[src/rtl/level_set_curvature_stencil_unit_macros.svh]
// ----------------------------------------------------------------------------
// Assertion macros
// Shared property wrappers for the curvature stencil unit.
// ----------------------------------------------------------------------------
`ifndef LEVEL_SET_CURVATURE_STENCIL_UNIT_MACROS_SVH
`define LEVEL_SET_CURVATURE_STENCIL_UNIT_MACROS_SVH

// same-cycle implication
`define LSCS_ASSERT_IMPL(label, clk, rst_n, ante, cons) \
	label: assert property (@(posedge clk) disable iff (!rst_n) (ante) |-> (cons)) \
		else $error("lscs assertion failed");

// next-cycle implication
`define LSCS_ASSERT_NEXT(label, clk, rst_n, ante, cons) \
	label: assert property (@(posedge clk) disable iff (!rst_n) (ante) |=> (cons)) \
		else $error("lscs assertion failed");

`endif

[src/rtl/lscs_pkg.sv]
// ----------------------------------------------------------------------------
// lscs_pkg
// Types and constants of the curvature stencil unit.
// ----------------------------------------------------------------------------
package lscs_pkg;

	localparam int SAMPLE_W  = 16;
	localparam int MAX_WIDTH = 1024;
	localparam int MAX_HGT   = 4096;
	localparam int COL_W     = 10;
	localparam int ROW_W     = 12;
	localparam int WID_W     = 11;
	localparam int HGT_W     = 13;

	localparam int MAG_W     = 18;
	localparam int SQ_W      = 33;
	localparam int G_W       = 34;
	localparam int N_W       = 54;
	localparam int NMAG_W    = 53;
	localparam int PROD_W    = 106;
	localparam int G2_W      = 68;
	localparam int G3_W      = 102;
	localparam int FRAC_W    = 32;
	localparam int DVD_W     = PROD_W + FRAC_W;
	localparam int QUO_W     = 64;
	localparam int ROOT_W    = 32;

	localparam int CNT_W       = 8;
	localparam int MUL_CYCLES  = NMAG_W;
	localparam int DIV_CYCLES  = DVD_W;
	localparam int SQRT_CYCLES = ROOT_W;

	localparam logic REG_WIDTH  = 1'b0;
	localparam logic REG_HEIGHT = 1'b1;

	typedef enum logic [3:0] {
		OP_DY2, OP_DX2, OP_T1, OP_T3, OP_P, OP_T2, OP_N2, OP_G2, OP_G3
	} mul_op_t;

	typedef struct packed {
		logic signed [SAMPLE_W-1:0] tl;
		logic signed [SAMPLE_W-1:0] t;
		logic signed [SAMPLE_W-1:0] tr;
		logic signed [SAMPLE_W-1:0] l;
		logic signed [SAMPLE_W-1:0] c;
		logic signed [SAMPLE_W-1:0] r;
		logic signed [SAMPLE_W-1:0] bl;
		logic signed [SAMPLE_W-1:0] b;
		logic signed [SAMPLE_W-1:0] br;
	} stencil_t;

	typedef struct packed {
		logic    capture;
		logic    mul_load;
		logic    mul_step;
		logic    mul_store;
		mul_op_t op;
		logic    div_load;
		logic    div_step;
		logic    sqrt_load;
		logic    sqrt_step;
		logic    emit;
	} cmd_t;

	typedef struct packed {
		logic interior;
		logic g_zero;
		logic out_free;
	} stat_t;

endpackage

[src/rtl/lscs_ctrl.sv]
// ----------------------------------------------------------------------------
// lscs_ctrl
// Sequencer: window update, nine products, division, square root, result.
// ----------------------------------------------------------------------------
`include "level_set_curvature_stencil_unit_macros.svh"

module lscs_ctrl (
	input  logic            clk,
	input  logic            arst_n,
	input  logic            in_valid,
	output logic            in_ready,
	input  lscs_pkg::stat_t stat,
	output lscs_pkg::cmd_t  cmd
);

	typedef enum logic [5:0] {
		ST_IDLE = 6'b000001,
		ST_READ = 6'b000010,
		ST_MUL  = 6'b000100,
		ST_DIV  = 6'b001000,
		ST_SQRT = 6'b010000,
		ST_EMIT = 6'b100000
	} state_t;

	state_t state_q;
	logic [lscs_pkg::CNT_W-1:0] cnt_q;
	lscs_pkg::mul_op_t op_q;
	logic accept;

	assign in_ready = (state_q == ST_IDLE);
	assign accept   = in_valid && in_ready;

	always_comb begin
		cmd           = '0;
		cmd.op        = op_q;
		cmd.capture   = (state_q == ST_READ);
		cmd.mul_load  = (state_q == ST_MUL) && (cnt_q == '0);
		cmd.mul_step  = (state_q == ST_MUL) && (cnt_q != '0) &&
		                (cnt_q <= lscs_pkg::CNT_W'(lscs_pkg::MUL_CYCLES));
		cmd.mul_store = (state_q == ST_MUL) &&
		                (cnt_q == lscs_pkg::CNT_W'(lscs_pkg::MUL_CYCLES + 1));
		cmd.div_load  = (state_q == ST_DIV) && (cnt_q == '0);
		cmd.div_step  = (state_q == ST_DIV) && (cnt_q != '0);
		cmd.sqrt_load = (state_q == ST_SQRT) && (cnt_q == '0);
		cmd.sqrt_step = (state_q == ST_SQRT) && (cnt_q != '0);
		cmd.emit      = (state_q == ST_EMIT) && stat.out_free;
	end

	always_ff @(posedge clk or negedge arst_n) begin
		if (!arst_n) begin
			state_q <= ST_IDLE;
			cnt_q   <= '0;
			op_q    <= lscs_pkg::OP_DY2;
		end else begin
			unique case (state_q)
				ST_IDLE: begin
					if (accept)
						state_q <= ST_READ;
				end
				ST_READ: begin
					cnt_q <= '0;
					op_q  <= lscs_pkg::OP_DY2;
					if (!stat.interior)
						state_q <= ST_IDLE;
					else if (stat.g_zero)
						state_q <= ST_EMIT;
					else
						state_q <= ST_MUL;
				end
				ST_MUL: begin
					if (cmd.mul_store) begin
						cnt_q <= '0;
						if (op_q == lscs_pkg::OP_G3)
							state_q <= ST_DIV;
						else
							op_q <= lscs_pkg::mul_op_t'(op_q + 1'b1);
					end else begin
						cnt_q <= cnt_q + 1'b1;
					end
				end
				ST_DIV: begin
					if (cnt_q == lscs_pkg::CNT_W'(lscs_pkg::DIV_CYCLES)) begin
						cnt_q   <= '0;
						state_q <= ST_SQRT;
					end else begin
						cnt_q <= cnt_q + 1'b1;
					end
				end
				ST_SQRT: begin
					if (cnt_q == lscs_pkg::CNT_W'(lscs_pkg::SQRT_CYCLES)) begin
						cnt_q   <= '0;
						state_q <= ST_EMIT;
					end else begin
						cnt_q <= cnt_q + 1'b1;
					end
				end
				ST_EMIT: begin
					if (stat.out_free)
						state_q <= ST_IDLE;
				end
				default: state_q <= ST_IDLE;
			endcase
		end
	end

	`LSCS_ASSERT_NEXT(a_accept_reads, clk, arst_n, accept, state_q == ST_READ)
	`LSCS_ASSERT_IMPL(a_emit_free, clk, arst_n, cmd.emit, stat.out_free)
	`LSCS_ASSERT_IMPL(a_mul_cnt, clk, arst_n, state_q == ST_MUL,
		cnt_q <= lscs_pkg::CNT_W'(lscs_pkg::MUL_CYCLES + 1))

endmodule

[config.mk]
export PLATFORM = sky130hd
export DESIGN_NAME = lscs_ctrl
export DESIGN_NICKNAME = d
export VERILOG_FILES = /design/src/rtl/lscs_pkg.sv /design/src/rtl/lscs_ctrl.sv
export VERILOG_INCLUDE_DIRS = /design/src /design/src/rtl
export SDC_FILE = /design/constraint.sdc
export NUM_CORES = 1
export LEC_CHECK = 0
export BUFFER_PORTS_ARGS = -buffer_cell sky130_fd_sc_hd__buf_2
export CORE_ASPECT_RATIO = 0.9
export CORE_UTILIZATION = 55
export DETAILED_ROUTE_END_ITERATION = 7
export PLACE_DENSITY = 0.78
export SLEW_MARGIN = 20
export SYNTH_ARGS = -nofsm -noshare
export SYNTH_HDL_FRONTEND = slang
export SYNTH_SLANG_ARGS = --single-unit
[constraint.sdc]
create_clock -name clk -period 3.35 [get_ports clk]
set_input_delay 0.335 -clock clk [delete_from_list [all_inputs] [get_ports clk]]
set_output_delay 0.335 -clock clk [all_outputs]
set_load 0.005 [all_outputs]
Word level (Yosys, flattened, before mapping). Cells that the tools add are included. W data, S select, Z words.

Reduce and logical (&&, ||, !) cells: 16. Magnitude comparators: 1. $add $sub $neg: 2. Multiplexer cells: 16. Equal/unequal tests: 17.

Operators with widths (number): $mux W6 (8); $pmux W6 S6 (1); $pmux W8 S4 (1); $mux W8 (3); $eq A8 B6 Y1 const B (2); $logic_and A1 B1 Y1 (10); $add A8 B1 Y8 const B (1); $eq A8 B8 Y1 const B (1); $le A8 B6 Y1 const B (1); $logic_not A8 Y1 (1); $mux W4 (2); $ne A2 B1 Y1 const B (4); $pmux W4 S2 (1); $reduce_bool A8 Y1 (1); $eq A6 B1 Y1 const B (1); $eq A6 B2 Y1 const B (1); $eq A6 B3 Y1 const B (1); $eq A6 B4 Y1 const B (1); $eq A6 B5 Y1 const B (1); $eq A6 B6 Y1 const B (1); $ne A2 B2 Y1 const B (3); $reduce_and A6 Y1 (1); $add A4 B1 Y4 const B (1); $eq A4 B4 Y1 const B (1); other kinds (3) (3).

Output and inout bits: 14. Register bits after elaboration: 18. Input bits: 6.

Longest topological paths before layout.
Depth after elaboration: 4. Depth in mapped cells: 7. Gate-level depth less buffers: 7.

Worst setup path after synthesis. OpenSTA, ideal clock, no wires.

Path kind: reg2reg. Start: register state_q[1]. End: register state_q[3]. Path slack: 1431 ps. Stages on the path, launching flop included: 6. Path buffers: 0. Clock period less this slack: 1919 ps. Arrival: 1790 ps. Path through: dfrtp_1 > or4_4 > or3b_4 > o22ai_4 > nand2b_1 > o22ai_1.

Cells in the longest elaborated chain, start to end: 4. Elaborated cells on any way between the ends: 16. Those cells by class: eq/ne: 12; mux: 1; reduce/logical: 3.

Ends and longest elaborated chain: from (decl) (line lscs_ctrl.sv:25) `state_t state_q;`; from (signal assigned) (line lscs_ctrl.sv:51) `state_q <= ST_IDLE;`; from (signal assigned) (line lscs_ctrl.sv:58) `state_q <= ST_READ;`; from (signal assigned) (line lscs_ctrl.sv:64) `state_q <= ST_IDLE;`; $eq A6 B1 Y1 / $eq A6 B3 Y1 (equally long branches) (line lscs_ctrl.sv:30, lscs_ctrl.sv:55, lscs_ctrl.sv:40); $logic_and A1 B1 Y1, on equally long branches (line lscs_ctrl.sv:31, lscs_ctrl.sv:40); $ne A2 B1 Y1 (no source line) / $ne A2 B2 Y1 (equally long branches); $reduce_and A6 Y1 (no source line).

Parallel ways exist; a longest one is shown, timed or not. A chain may end at the register's enable or synchronous reset.

==> flow_results.org <==
** CTS
- In this run, post-CTS repair resized a total of 0 instances.
- Clock tree synthesis found a total of 18 sinks.
- Longest Clk Path Bufs :: 2
- Buffer type at the clock tree root :: clkbuf_4
- TritonCTS built the clock tree.
- H-Tree Level Count :: 1
- After clock tree synthesis, the flow added hold-fix buffers numbering 1.
- Worst-path clk slew :: 100 ps
- TritonCTS Buffers :: 3
- Insertion delay to the later sink of the worst-skew pair :: 310 ps
- Total setup buffers inserted after CTS :: 0

** Floorplanning
- Area of the core :: 0.00201 mm²
- Die X :: 52.0 µm
- Initial core utilization :: 61.7%
- After floorplanning, the core was divided into 15 placement rows.
- Height of the die :: 47.0 µm
- Die Footprint :: 0.00245 mm²
- In this run the count of I/O pins placed on the die edge is 20.

** Global route
- In the global route stage, overall resource usage came out at 27.3%.
- Via count of the first global-routing pass :: 1,064
- The total overflow left after global routing is 0.
- The number of antenna violations at the first check in global routing is 0.
- The first global-routing pass estimated 4.77 mm of wire.
- Largest net degree at the start of global routing :: 19

** Yosys
- Synthesized-area fraction occupied by ao, oa, aoi and oai cells :: 15.2%
- Fraction of synthesized area in multiplexers :: 0.909%
- In this run, synthesis inferred 0 flip-flops with an integrated enable.
- Averaged over all synthesized cells, the footprint is 8.60 µm².
- Sequential fraction of the synthesis area :: 36.5%
- Synthesis produced a netlist with a net count of 157.
- Yosys warning count :: 0
- The synthesized netlist devotes 7.07% of its cell area to adder and majority cells.
- XOR/XNOR share of the synthesized area :: 2.83%
- After synthesis the netlist holds a flip-flop and latch count of 18.
- After synthesis, the share of flip-flops with an asynchronous set or reset is 100%.
- Area share of the leading cell type in the synthesized netlist :: 34.3%
- Post-synth top flop :: dfrtp_1
- Top-count cell post-synth :: nor2_1
- In the post-synthesis netlist, the biggest area contributors are dfrtp_1 34%, ha_1 7.1%, nor2_1 6.1%.
- After Yosys synthesis, and, or, nand and nor cells account for 33.8% of the synthesized area.
- Leading post-synthesis cells by instance count :: 20 x nor2_1, 17 x dfrtp_1, 17 x nand2_1, 7 x ha_1, 7 x inv_1
- Synthesized netlist cell count :: 144
- Count of unique library cells instantiated by Yosys :: 42
- Synthesized cell area :: 0.00124 mm²
- By area, the combinational part of the netlist is dominated by simple AND/OR/NAND/NOR gates.
- The largest total area in the synthesized netlist belongs to dfrtp_1.

** Final layout
- Filler-free cell count of the finished design :: 188
- Of the cells placed in the final design, the portion with a size suffix greater than 1 is 20.9%.
- For this run, the post-layout net count is 177.
- 0 antenna diodes ended up in the layout.
- Relative to the synthesized area, the layout overhead comes to 11.5%.

** Timing
- Final clock skew :: 7.37 ps
- For the finished layout, the period the worst path requires is 2390 ps.
- For the pin with the worst max-slew slack, the measured transition is 457 ps.
- Hold is met by 193 ps.
- Setup Total Neg Slack :: 0 ps
- Final number of max-transition violations :: 0
- Of the available clock period, the critical path in the final layout requires 71.5%.
- Timing would allow up to 418 MHz.
- The final number of hold-violating endpoints was 0.
- Setup violations remaining at the end of the flow were counted as 0.
- Setup repair after global routing missed its margin :: false
- Measured against its own limit, the worst slew margin works out to 69.3%.

** Placement
- In this run the tool buffered the top-level ports with 19 buffer cells.
- Routability-driven placement finished with a final weighted congestion of 0.844.
- Including well taps, the total number of placed cells is 183.
- Final HPWL DP :: 2.25 mm

** Power
- Across the VDD grid, the largest voltage drop is 0.000296 V.
- Dividing total power by cell area gives a power density of 495 mW/mm².
- Leak pwr :: 0.000674 µW
- PnR Total Power :: 684 µW

** Detailed routing
- The count of nets left with antenna violations once routing finished came out at 0.
- The first detailed-routing pass took 4 iterations.
- Dividing the detail-routed via count by the number of cells gives 5.83.
- Wire length after detailed routing :: 2.92 mm
- The detailed router placed 1,096 vias in this run.
- In the final routed layout, each cell accounts on average for 15.5 µm.
- The first routing iteration left 22 violations.
- DRC violations left :: 0

** Critical path
- Arrival time at the worst endpoint :: 2060 ps
- At the worst endpoint, the required time is 3010 ps.
- The critical path is of the reg2out type.
- Element type at the critical path start :: flip-flop
- STA classifies the critical path endpoint as an output pin.
- Of all nets on the critical path, the largest fanout is 6.
- The worst register-to-register path has a setup slack of 1250 ps.

** Min path
- In this run the worst hold path is classified as in2reg.

** Outcome
- Status :: complete, no violations

** Job
- Max-cap violations in this run came to 0.
-- path summary, 6_finish.rpt --
path / from / end / cells past startpoint
setup / recovery: state_q[1]$_DFFE_PN0P_ / cmd[10] / 4
hold / removal: in_valid / state_q[0]$_DFFE_PN1P_ / 2
setup reg to reg: state_q[1]$_DFFE_PN0P_ / state_q[3]$_DFFE_PN0P_ / 5
hold reg to reg: op_q[3]$_DFFE_PN0P_ / op_q[3]$_DFFE_PN0P_ / 2
max in group asynchronous: arst_n / state_q[0]$_DFFE_PN1P_ / 2
min in group asynchronous: arst_n / state_q[3]$_DFFE_PN0P_ / 2
-- registers in the layout, summed over array words and instances (netlist names) --
signal and flops:
cnt_q 8, state_q 6, op_q 4
-- final cells by class --
cell class | instances | area [µm²]
fill | 169 | 627
timing repair buffer | 20 | 105
sequential | 18 | 452
tap | 25 | 31.3
multi-input combinational | 114 | 741
inverter | 7 | 26.3
clock buffer | 4 | 26.3
-- where the power goes --
part	total [µW]	internal [µW]	switching (µW)	leakage, µW
logic	280	115	165	0.000414
registers	287	249	37.4	0.000245
clock network	118	46.6	71.2	0.0000150
-- layer usage --
metal	up-vias	wire length, µm	track usage [%]
li1	543	-	-
met1	514	1360	36.1
met2	32	1360	43.6
met3	7	149	7.77
met4	0	50	9.19
met5	-	0	0
-- layout by cell type (no fill, tap or decap), types with 5 or more instances in the layout --
cell     count
buf_2       19
nor2_1      20
dfrtp_1     17
inv_1        7
nand3_1      6
nor3_1       5
o22ai_1      6
ha_1         7
nand2_1     17
-- through the flow --
stage	area [µm²]	worst slack, ps	util, %
global placement	1350	1350	67.0
CTS	1380	969	68.8
floorplan	1240	1430	-
detailed placement	1350	1280	67.0
global route	1380	849	68.8
finish	1380	955	68.8
-- cell families after synthesis --
group,after synthesis
AOI/OAI and AO/OA,24
xor gates and xnor gates,4
adders and majority gates,7
buffers and inverters,12
DFF,18
muxes,1
and+or+nand+nor,78
-- worst max-delay path: stages, from the launching register on --
cell     delay, ps
dfrtp_1        440
or4_4          570
or2_1          320
nor4_1         260
buf_2          160
(Power assumes the default switching activity.)
