--- src/rtl/level_set_curvature_stencil_unit_macros.svh ---
// ----------------------------------------------------------------------------
// Assertion macros
// Shared property wrappers for the curvature stencil unit.
// ----------------------------------------------------------------------------
`ifndef LEVEL_SET_CURVATURE_STENCIL_UNIT_MACROS_SVH
`define LEVEL_SET_CURVATURE_STENCIL_UNIT_MACROS_SVH

// same-cycle implication
`define LSCS_ASSERT_IMPL(label, clk, rst_n, ante, cons) \
	label: assert property (@(posedge clk) disable iff (!rst_n) (ante) |-> (cons)) \
		else $error("lscs assertion failed");

// next-cycle implication
`define LSCS_ASSERT_NEXT(label, clk, rst_n, ante, cons) \
	label: assert property (@(posedge clk) disable iff (!rst_n) (ante) |=> (cons)) \
		else $error("lscs assertion failed");

`endif

--- src/rtl/lscs_pkg.sv ---
// ----------------------------------------------------------------------------
// lscs_pkg
// Types and constants of the curvature stencil unit.
// ----------------------------------------------------------------------------
package lscs_pkg;

	localparam int SAMPLE_W  = 16;
	localparam int MAX_WIDTH = 1024;
	localparam int MAX_HGT   = 4096;
	localparam int COL_W     = 10;
	localparam int ROW_W     = 12;
	localparam int WID_W     = 11;
	localparam int HGT_W     = 13;

	localparam int MAG_W     = 18;
	localparam int SQ_W      = 33;
	localparam int G_W       = 34;
	localparam int N_W       = 54;
	localparam int NMAG_W    = 53;
	localparam int PROD_W    = 106;
	localparam int G2_W      = 68;
	localparam int G3_W      = 102;
	localparam int FRAC_W    = 32;
	localparam int DVD_W     = PROD_W + FRAC_W;
	localparam int QUO_W     = 64;
	localparam int ROOT_W    = 32;

	localparam int CNT_W       = 8;
	localparam int MUL_CYCLES  = NMAG_W;
	localparam int DIV_CYCLES  = DVD_W;
	localparam int SQRT_CYCLES = ROOT_W;

	localparam logic REG_WIDTH  = 1'b0;
	localparam logic REG_HEIGHT = 1'b1;

	typedef enum logic [3:0] {
		OP_DY2, OP_DX2, OP_T1, OP_T3, OP_P, OP_T2, OP_N2, OP_G2, OP_G3
	} mul_op_t;

	typedef struct packed {
		logic signed [SAMPLE_W-1:0] tl;
		logic signed [SAMPLE_W-1:0] t;
		logic signed [SAMPLE_W-1:0] tr;
		logic signed [SAMPLE_W-1:0] l;
		logic signed [SAMPLE_W-1:0] c;
		logic signed [SAMPLE_W-1:0] r;
		logic signed [SAMPLE_W-1:0] bl;
		logic signed [SAMPLE_W-1:0] b;
		logic signed [SAMPLE_W-1:0] br;
	} stencil_t;

	typedef struct packed {
		logic    capture;
		logic    mul_load;
		logic    mul_step;
		logic    mul_store;
		mul_op_t op;
		logic    div_load;
		logic    div_step;
		logic    sqrt_load;
		logic    sqrt_step;
		logic    emit;
	} cmd_t;

	typedef struct packed {
		logic interior;
		logic g_zero;
		logic out_free;
	} stat_t;

endpackage

--- src/rtl/lscs_datapath.sv ---
// ----------------------------------------------------------------------------
// lscs_datapath
// Derivatives, shift-add multiplier, restoring divider and square root.
// ----------------------------------------------------------------------------
module lscs_datapath (
	input  logic                 clk,
	input  logic                 arst_n,
	input  lscs_pkg::cmd_t       cmd,
	input  lscs_pkg::stencil_t   stencil,
	output logic                 g_zero,
	output logic signed [31:0]   curvature,
	output logic                 saturated
);

	localparam int MW = lscs_pkg::MAG_W;

	logic signed [MW:0] dx, dy, dxx, dyy, dxy;

	function automatic logic [lscs_pkg::MAG_W-1:0] mag_of(input logic signed [MW:0] v);
		logic [MW:0] t;
		t = v[MW] ? -v : v;
		return t[MW-1:0];
	endfunction

	always_comb begin
		dx  = (MW+1)'(stencil.r) - (MW+1)'(stencil.l);
		dy  = (MW+1)'(stencil.b) - (MW+1)'(stencil.t);
		dxx = (MW+1)'(stencil.l) - ((MW+1)'(stencil.c) <<< 1) + (MW+1)'(stencil.r);
		dyy = (MW+1)'(stencil.t) - ((MW+1)'(stencil.c) <<< 1) + (MW+1)'(stencil.b);
		dxy = (MW+1)'(stencil.tl) + (MW+1)'(stencil.br)
		    - (MW+1)'(stencil.tr) - (MW+1)'(stencil.bl);
	end

	assign g_zero = (dx == '0) && (dy == '0);

	logic [MW-1:0] mdx_q, mdy_q, mdxx_q, mdyy_q, mdxy_q;
	logic sdxx_q, sdyy_q, st2_q, g_zero_q;
	logic [lscs_pkg::SQ_W-1:0]   dy2_q, dx2_q, p_q;
	logic [lscs_pkg::G_W-1:0]    g_q;
	logic signed [lscs_pkg::N_W-1:0] n_q;
	logic [lscs_pkg::PROD_W-1:0] n2_q;
	logic [lscs_pkg::G2_W-1:0]   g2_q;
	logic [lscs_pkg::G3_W-1:0]   g3_q;

	logic [lscs_pkg::PROD_W-1:0]   ma_q, mp_q;
	logic [lscs_pkg::NMAG_W-1:0]   mb_q;

	logic [lscs_pkg::DVD_W-1:0]    dvd_q;
	logic [lscs_pkg::G3_W-1:0]     drem_q;
	logic [lscs_pkg::QUO_W-1:0]    quo_q;
	logic                          ovf_q;

	logic [lscs_pkg::QUO_W-1:0]    srad_q;
	logic [lscs_pkg::ROOT_W-1:0]   root_q;
	logic [lscs_pkg::ROOT_W+1:0]   srem_q;

	logic [lscs_pkg::N_W-1:0]      nabs;
	logic signed [lscs_pkg::N_W-1:0] term_t13, term_t2;
	logic [lscs_pkg::G3_W:0]       rsh, rdiff;
	logic [lscs_pkg::ROOT_W+1:0]   r4, trial;

	always_comb begin
		nabs     = n_q[lscs_pkg::N_W-1] ? -n_q : n_q;
		term_t13 = $signed({3'b000, mp_q[49:0], 1'b0});
		term_t2  = $signed({3'b000, mp_q[50:0]});
		rsh      = {drem_q, dvd_q[lscs_pkg::DVD_W-1]};
		rdiff    = rsh - {1'b0, g3_q};
		r4       = {srem_q[lscs_pkg::ROOT_W-1:0], srad_q[lscs_pkg::QUO_W-1 -: 2]};
		trial    = {root_q, 2'b01};
	end

	always_ff @(posedge clk or negedge arst_n) begin
		if (!arst_n) begin
			g_zero_q <= 1'b0;
		end else if (cmd.capture) begin
			g_zero_q <= g_zero;
		end
	end

	always_ff @(posedge clk) begin
		if (cmd.capture) begin
			mdx_q  <= mag_of(dx);
			mdy_q  <= mag_of(dy);
			mdxx_q <= mag_of(dxx);
			mdyy_q <= mag_of(dyy);
			mdxy_q <= mag_of(dxy);
			sdxx_q <= dxx[MW];
			sdyy_q <= dyy[MW];
			st2_q  <= dx[MW] ^ dy[MW] ^ dxy[MW];
			n_q    <= '0;
		end

		if (cmd.mul_load) begin
			mp_q <= '0;
			case (cmd.op)
				lscs_pkg::OP_DY2: begin
					ma_q <= lscs_pkg::PROD_W'(mdy_q);
					mb_q <= lscs_pkg::NMAG_W'(mdy_q);
				end
				lscs_pkg::OP_DX2: begin
					ma_q <= lscs_pkg::PROD_W'(mdx_q);
					mb_q <= lscs_pkg::NMAG_W'(mdx_q);
				end
				lscs_pkg::OP_T1: begin
					ma_q <= lscs_pkg::PROD_W'(dy2_q);
					mb_q <= lscs_pkg::NMAG_W'(mdxx_q);
				end
				lscs_pkg::OP_T3: begin
					ma_q <= lscs_pkg::PROD_W'(dx2_q);
					mb_q <= lscs_pkg::NMAG_W'(mdyy_q);
				end
				lscs_pkg::OP_P: begin
					ma_q <= lscs_pkg::PROD_W'(mdx_q);
					mb_q <= lscs_pkg::NMAG_W'(mdy_q);
				end
				lscs_pkg::OP_T2: begin
					ma_q <= lscs_pkg::PROD_W'(p_q);
					mb_q <= lscs_pkg::NMAG_W'(mdxy_q);
				end
				lscs_pkg::OP_N2: begin
					ma_q <= lscs_pkg::PROD_W'(nabs);
					mb_q <= nabs[lscs_pkg::NMAG_W-1:0];
				end
				lscs_pkg::OP_G2: begin
					ma_q <= lscs_pkg::PROD_W'(g_q);
					mb_q <= lscs_pkg::NMAG_W'(g_q);
				end
				default: begin
					ma_q <= lscs_pkg::PROD_W'(g2_q);
					mb_q <= lscs_pkg::NMAG_W'(g_q);
				end
			endcase
		end else if (cmd.mul_step) begin
			if (mb_q[0])
				mp_q <= mp_q + ma_q;
			ma_q <= ma_q << 1;
			mb_q <= mb_q >> 1;
		end

		if (cmd.mul_store) begin
			case (cmd.op)
				lscs_pkg::OP_DY2: dy2_q <= mp_q[lscs_pkg::SQ_W-1:0];
				lscs_pkg::OP_DX2: begin
					dx2_q <= mp_q[lscs_pkg::SQ_W-1:0];
					g_q   <= lscs_pkg::G_W'(mp_q[lscs_pkg::SQ_W-1:0]) + lscs_pkg::G_W'(dy2_q);
				end
				lscs_pkg::OP_T1: n_q <= sdxx_q ? n_q - term_t13 : n_q + term_t13;
				lscs_pkg::OP_T3: n_q <= sdyy_q ? n_q - term_t13 : n_q + term_t13;
				lscs_pkg::OP_P:  p_q <= mp_q[lscs_pkg::SQ_W-1:0];
				// middle term enters with its sign flipped
				lscs_pkg::OP_T2: n_q <= st2_q ? n_q + term_t2 : n_q - term_t2;
				lscs_pkg::OP_N2: n2_q <= mp_q;
				lscs_pkg::OP_G2: g2_q <= mp_q[lscs_pkg::G2_W-1:0];
				default:         g3_q <= mp_q[lscs_pkg::G3_W-1:0];
			endcase
		end

		// restoring division of |N|^2 * 2^32 by G^3
		if (cmd.div_load) begin
			dvd_q  <= {n2_q, {lscs_pkg::FRAC_W{1'b0}}};
			drem_q <= '0;
			quo_q  <= '0;
			ovf_q  <= 1'b0;
		end else if (cmd.div_step) begin
			dvd_q <= dvd_q << 1;
			ovf_q <= ovf_q | quo_q[lscs_pkg::QUO_W-1];
			if (rsh >= {1'b0, g3_q}) begin
				drem_q <= rdiff[lscs_pkg::G3_W-1:0];
				quo_q  <= {quo_q[lscs_pkg::QUO_W-2:0], 1'b1};
			end else begin
				drem_q <= rsh[lscs_pkg::G3_W-1:0];
				quo_q  <= {quo_q[lscs_pkg::QUO_W-2:0], 1'b0};
			end
		end

		// integer square root, two radicand bits per step
		if (cmd.sqrt_load) begin
			srad_q <= quo_q;
			root_q <= '0;
			srem_q <= '0;
		end else if (cmd.sqrt_step) begin
			srad_q <= srad_q << 2;
			if (r4 >= trial) begin
				srem_q <= r4 - trial;
				root_q <= {root_q[lscs_pkg::ROOT_W-2:0], 1'b1};
			end else begin
				srem_q <= r4;
				root_q <= {root_q[lscs_pkg::ROOT_W-2:0], 1'b0};
			end
		end
	end

	logic neg;
	assign neg = n_q[lscs_pkg::N_W-1];

	always_comb begin
		curvature = '0;
		saturated = 1'b0;
		if (!g_zero_q) begin
			if (!neg) begin
				saturated = ovf_q | root_q[lscs_pkg::ROOT_W-1];
				curvature = saturated ? 32'sh7FFFFFFF : $signed(root_q);
			end else begin
				saturated = ovf_q | (root_q > 32'h80000000);
				curvature = saturated ? 32'sh80000000 : $signed(~root_q + 1'b1);
			end
		end
	end

endmodule

--- config.mk ---
export PLATFORM = sky130hd
export DESIGN_NAME = lscs_datapath
export DESIGN_NICKNAME = d
export VERILOG_FILES = /design/src/rtl/level_set_curvature_stencil_unit_macros.svh /design/src/rtl/lscs_pkg.sv /design/src/rtl/lscs_datapath.sv
export SDC_FILE = /design/constraint.sdc
export NUM_CORES = 2
export LEC_CHECK = 0
export BUFFER_PORTS_ARGS = -buffer_cell sky130_fd_sc_hd__clkbuf_2
export CAP_MARGIN = 0
export CORE_AREA = 2 2 358 360
export DETAILED_ROUTE_END_ITERATION = 8
export DIE_AREA = 0 0 360 362
export PLACE_DENSITY = 0.81
export SYNTH_ARGS = -nofsm -noshare
export SYNTH_HDL_FRONTEND = slang
export SYNTH_SLANG_ARGS = --single-unit
--- constraint.sdc ---
create_clock -name clk -period 5.3 [get_ports clk]
set_input_delay 0.53 -clock clk [delete_from_list [all_inputs] [get_ports clk]]
set_output_delay 0.53 -clock clk [all_outputs]
set_load 0.05 [all_outputs]
# Word-level counts from Yosys, hierarchy flattened
# Index checks and enable logic that the tools add are counted.
totals:
  out_inout_bits: 34
  memories: 0
  ramBits: 0
  latchBits: 0
  mem_bits_ro: 0
  input_bits: 159
  register_bits: 1223
op_classes:
  multipliers: 0
  bitwise: 7
  reduce_logical: 17
  shifts: 0
  n_eq_ne: 7
  muxes: 32
  magnitude_cmp: 3
  n_addsub: 24
  div: 0
op_table:
  columns: ["op", "n"]
  rows:
  - ["68-bit case mux with 7 select lines", 1]
  - ["54-bit two-way mux", 6]
  - ["53-bit case mux with 6 select lines", 1]
  - ["138-bit two-way mux", 2]
  - ["106-bit two-way mux", 2]
  - ["54-bit case mux with 3 select lines", 1]
  - ["32-bit two-way mux", 5]
  - ["64-bit two-way mux", 2]
  - ["54-bit by 52-bit adder with 54-bit output", 2]
  - ["54-bit by 52-bit subtractor with 54-bit output", 2]
  - ["106-bit adder", 1]
  - ["53-bit two-way mux", 2]
  - ["103-bit by 102-bit greater-or-equal comparator with 1-bit output", 1]
  - ["102-bit two-way mux", 1]
  - ["102-bit subtractor", 1]
  - ["18-bit two-way mux", 5]
  - ["18-bit negator", 3]
  - ["54-bit negator", 1]
  - ["18-bit by 16-bit adder with 19-bit output", 2]
  - ["19-bit logical NOT", 2]
  - ["17-bit negator with 18-bit output", 2]
  - ["16-bit by 17-bit subtractor with 18-bit output", 2]
  - ["33-bit by 33-bit adder with 34-bit output", 1]
  - ["34-bit greater-or-equal comparator", 1]
  - ["21 further kinds", 41]

# Depth between registers and ports, before layout
depth:
  word_depth: 5
  mapped_depth: 24
  mapped_depth_nobuf: 23

# Worst setup path before layout
# OpenSTA, ideal clock, no wires.
synth_timing:
  kind: "in2reg"
  startpoint: "in cmd[7] (netlist name)"
  endpoint: "reg n2_q[0] (netlist name), enable pin"
  slack_ns: -1.477
  required_ns: 4.728
  path_buffers: 4
  path_stages: 7
  setup_time_ns: 0.572
  arrival_time_ns: 6.205
  path_cell_list: "clkbuf_1 nand2_1 or2_2 clkbuf_1 clkbuf_1 buf_1 nor2_1"
synth_between:
  elab_chain_cells: 2
synth_lines:
  columns: ["element", "line", "text"]
  rows:
  - ["start, declared", "lscs_datapath.sv:8", "input lscs_pkg::cmd_t cmd,"]
  - ["4-bit by 3-bit equality test with 1-bit output", "lscs_datapath.sv:141", "case (cmd.op)"]
  - ["2-bit AND reduction (no source line)", null, null]
  - ["end signal, assigned", "lscs_datapath.sv:152", "lscs_pkg::OP_N2: n2_q <= mp_q;"]
  - ["end, declared", "lscs_datapath.sv:41", "logic [lscs_pkg::PROD_W-1:0] n2_q;"]
# Every way passes these cells.
# A chain may end at the register's enable or synchronous reset.

# Worst setup path in the final report
layout_timing:
  startpoint: "reg mp_q[2] (netlist name)"
  endpoint: "reg n_q[50] (netlist name)"
layout_between:
  elab_chain_cells: 4
layout_lines:
  columns: ["element", "line", "text"]
  rows:
  - ["start, declared", "lscs_datapath.sv:45", "logic [lscs_pkg::PROD_W-1:0] ma_q, mp_q;"]
  - ["start signal, assigned", "lscs_datapath.sv:135", "mp_q <= mp_q + ma_q;"]
  - ["54-bit by 52-bit subtractor with 54-bit output (tied with other cells)", "lscs_datapath.sv:151", "lscs_pkg::OP_T2: n_q <= st2_q ? n_q + term_t2 : n_q - term_t2;"]
  - ["54-bit two-way mux (on tied branches)", "lscs_datapath.sv:151, lscs_datapath.sv:147, lscs_datapath.sv:148", null]
  - ["54-bit case mux with 3 select lines *", "lscs_datapath.sv:141", null]
  - ["54-bit two-way mux *", "lscs_datapath.sv:140", "if (cmd.mul_store) begin"]
  - ["end signal, assigned", "lscs_datapath.sv:147", "lscs_pkg::OP_T1: n_q <= sdxx_q ? n_q - term_t13 : n_q + term_t13;"]
  - ["end signal, assigned", "lscs_datapath.sv:148", "lscs_pkg::OP_T3: n_q <= sdyy_q ? n_q - term_t13 : n_q + term_t13;"]
  - ["end signal, assigned", "lscs_datapath.sv:151", null]
  - ["end, declared", "lscs_datapath.sv:40", "logic signed [lscs_pkg::N_W-1:0] n_q;"]
# Mark *: on every way between the ends. The rest lies on a longest branch, timed or not.

==> impl_metrics.csv <==
group,metric,value,unit
run_status,status,"finished clean",
timing,fmax,195,MHz
logic_synthesis,ys_ff_latch,1221,
timing,worstMarginPinSlew,1.22,ns
timing,finalSetupTns,0,ns
die,io_pins,193,
cells_and_area,stdcell_area,0.0889,mm2
routing,drt_pass1_iterations,9,
logic_synthesis,ys_top_cells_by_count,"a21oi_1, edfxtp_1, nor2_1",
cells_and_area,final-seq-area,0.0328,mm2
logic_synthesis,synth.avg_cell_area,9.32,um2
die,core,0.127,mm2
placed_design,gp_congestion,1.02,
critical_path,critical_path_class,"reg -> reg",
placed_design,portBuffers,191,
global_route,antenna_found_initial,7,
global_route,grt_max_degree,124,
cells_and_area,num-nets-final,9576,
clock_network,cts.sinks,1221,
critical_path,cpPeakStageDelay,0.32,ns
timing,setup_viol,0,
logic_synthesis,synth_edf_count,830,
global_route,grt_pass1_wl,370000,um
placed_design,dp_hpwl,176000,um
critical_path,crit_chain,"nor4_2 -> buf_4 -> nand2_1 -> nor4_1 -> buf_4 -> and3_1 -> buf_4 -> a31oi_1 -> xnor2_1 -> buf_4 -> ha_1 -> a21o_1 -> a21o_1 -> a21oi_1 -> o22ai_1 -> a211oi_1 -> or3_1 -> nand3_2 -> a21o_1 -> o21ai_0 -> o2111ai_1 -> xnor2_1 -> nor2_1 -> a211o_1",
critical_path,r2r-start,"mp_q[2]",
clock_network,clk_latency,0.80,ns
cells_and_area,finish.utilization,70.2,%
logic_synthesis,yosysTopAreaCell,"edfxtp_1",
cells_and_area,syn2layout_area_growth,10.7,%
hold_path,min_path_type,"in -> async",
die,die_w,360,um
timing,finalCritPeriodShare,96.7,%
critical_path,critPathMaxFanout,5,
routing,wl,240000,um
critical_path,r2r-end,"n_q[50]",
critical_path,end_kind,"register",
routing,post_drt_wl_per_cell,22.7,um
logic_synthesis,post-synth-top-count-cell,"a21oi_1",
logic_synthesis,synth_warnings,0,
logic_synthesis,async_reset_ff_share,0.0819,%
critical_path,startpoint_type,"register",
die,rows,131,
logic_synthesis,synth.distinct_cells,84,
timing,skew,0.0297,ns
cells_and_area,multi_input_area,0.0439,mm2
cells_and_area,drive_gt1_share,11.4,%
timing,period_needed,5.13,ns
pwr,power.leakage,36.8,nW
logic_synthesis,synth.area.top_cells,"edfxtp_1, dfxtp_1, ha_1",
logic_synthesis,yosysTopAreaCellShare,31.0,%
clock_network,clk_pin_slew_worst_paths,0.06,ns
critical_path,arrival,5.79,ns
clock_network,cts_tree,"yes",
global_route,globalRouteTotalUtil,35.9,%
timing,grt_setup_unrepaired,"no",
clock_network,numCtsBuffers,135,
logic_synthesis,synthFlopType,"edfxtp_1",
die,design.die.area,0.130,mm2
pwr,ir_drop,310,uV
critical_path,slowest_stage,"dfxtp_1",
logic_synthesis,syn_inst,8614,
timing,finalHoldViolations,0,
critical_path,crit_top_cell,"buf_4",
clock_network,root_buffer,"clkbuf_16",
timing,relSlewSlack,18.2,%
pwr,power.density,401,mW/mm2
clock_network,clockBufferDepth,3,
global_route,grt-ovfl-total,0,
critical_path,cp.required,5.97,ns
critical_path,crit_path_start,"mp_q[2]",
flow_run,maxCapViolations,0,
clock_network,htree_levels,4,
logic_synthesis,seq_area_frac_synth,40.8,%
critical_path,r2r_cells,24,
placed_design,place_area,0.0843,mm2
timing,finalMaxSlewViolations,0,
die,initial_core_util,63.4,%
routing,postRouteAntennaNets,0,
routing,viasPerCell,6.49,
cells_and_area,fillerInstances,9634,
logic_synthesis,synth_area,0.0803,mm2
global_route,first_global_vias,66500,
routing,vias,68800,
die,chipHeight,362,um
routing,drt_iter0_markers,8358,
critical_path,rrSetupSlack,0.17,ns
routing,drc,0,
[where the power goes]
part	total (mW)	switching (mW)	internal, mW	leakage [nW]
Clock	9.57	4.20	5.37	2.18
Sequential	12.2	0.912	11.3	11.4
Combinational	13.9	8.27	5.58	23.3
Total	35.7	13.4	22.3	36.8
[worst max-delay path by stage]
stage / endpoint / cells past startpoint
after global placement: g_zero / 19
after detailed placement: g_zero / 18
final: n_q[50] / 24
after global routing: n_q[53] / 28
after floorplan: n2_q[0] / 7
after CTS: g_zero / 18
[worst max-delay path: cells and delay by family (launching register included)]
kind / cells / cell delay (ns)
AO/OA/AOI/OAI: 10 / 2.11
AND/OR/NAND/NOR: 7 / 1.21
buffers and inverters: 4 / 0.69
XOR/XNOR: 2 / 0.43
flip-flops: 1 / 0.32
adder cells (fa/ha/maj): 1 / 0.23
[cells by family (layout without fill, tap and decap cells)]
kind of cell,after synthesis,in the layout,synth area share [%]
flip-flops,1221,1221,40.8
AO/OA/AOI/OAI,2618,2618,20.9
multiplexers,327,327,4.38
XOR/XNOR,567,567,6.18
other,1,3,0.00467
adder cells (fa/ha/maj),603,603,10.1
AND/OR/NAND/NOR,2245,2245,12.8
buffers and inverters,1032,1343,4.83
[repair_timing]
item	CTS	global route
hold endpoints to repair	1	0
setup buffers	0	1
hold buffers	1	0
resized for setup	0	24
endpoints found under the setup margin	0	19
[per-layer routing]
metal  vias up  GRT usage, %  routed length (um)
met5         -             0                  36
met4         8          13.8                9210
met3       614          6.82               23600
met2      3387          57.4              109000
met1     32900          48.4               98400
li1      31900             -                   -
[per-stage QoR]
step / hold slack [ns] / std cells / total power [mW] / setup WS [ns]
4_1_cts: 0.0130 / 10600 / 35.4 / 0.0453
3_3_place_gp: 0.306 / 10300 / 25.5 / 0.0976
2_1_floorplan: 0.234 / 8615 / 21.7 / 0.297
6_report: 0.0528 / 10600 / 35.7 / 0.174
5_1_grt: 0.0560 / 10600 / 37.4 / 0.000780
3_5_place_dp: 0.306 / 10300 / 25.8 / 0.0720
[area by class of cell]
class	count	share of cell area (%)
Timing Repair Buffer	491	3.81
Multi-Input combinational cell	6362	49.3
Tap cell	1662	2.34
Inverter	603	2.55
Clock buffer	168	4.09
Sequential cell	1221	36.8
Antenna cell	1	0.00281
Clock inverter	81	1.02
[state kept, by name (all words and copies together) (netlist names), 34 cells and up]
signal / cells
mp_q: 106
quo_q: 64
mb_q: 53
n_q: 54
dvd_q: 106
ma_q: 106
g3_q: 102
drem_q: 102
g_q: 34
srad_q: 64
g2_q: 68
n2_q: 106
[cells in the final DEF, fill, tap and decap left out, types with 73 or more instances in the layout]
cell,instances
xor2_1,203
a21oi_1,911
o21ai_0,424
xnor2_1,363
buf_4,291
inv_1,598
mux2_2,196
ha_1,530
nand2_1,619
nor3_1,126
nand4_1,121
nand3_1,127
nor2b_1,105
a31oi_1,100
mux2i_1,131
a21o_1,202
nor2_1,804
clkbuf_2,184
edfxtp_1,830
clkbuf_16,136
dfxtp_1,388
fa_1,73
o21bai_1,125
a211oi_1,157
No activity file was read; power rests on OpenSTA's default activity.
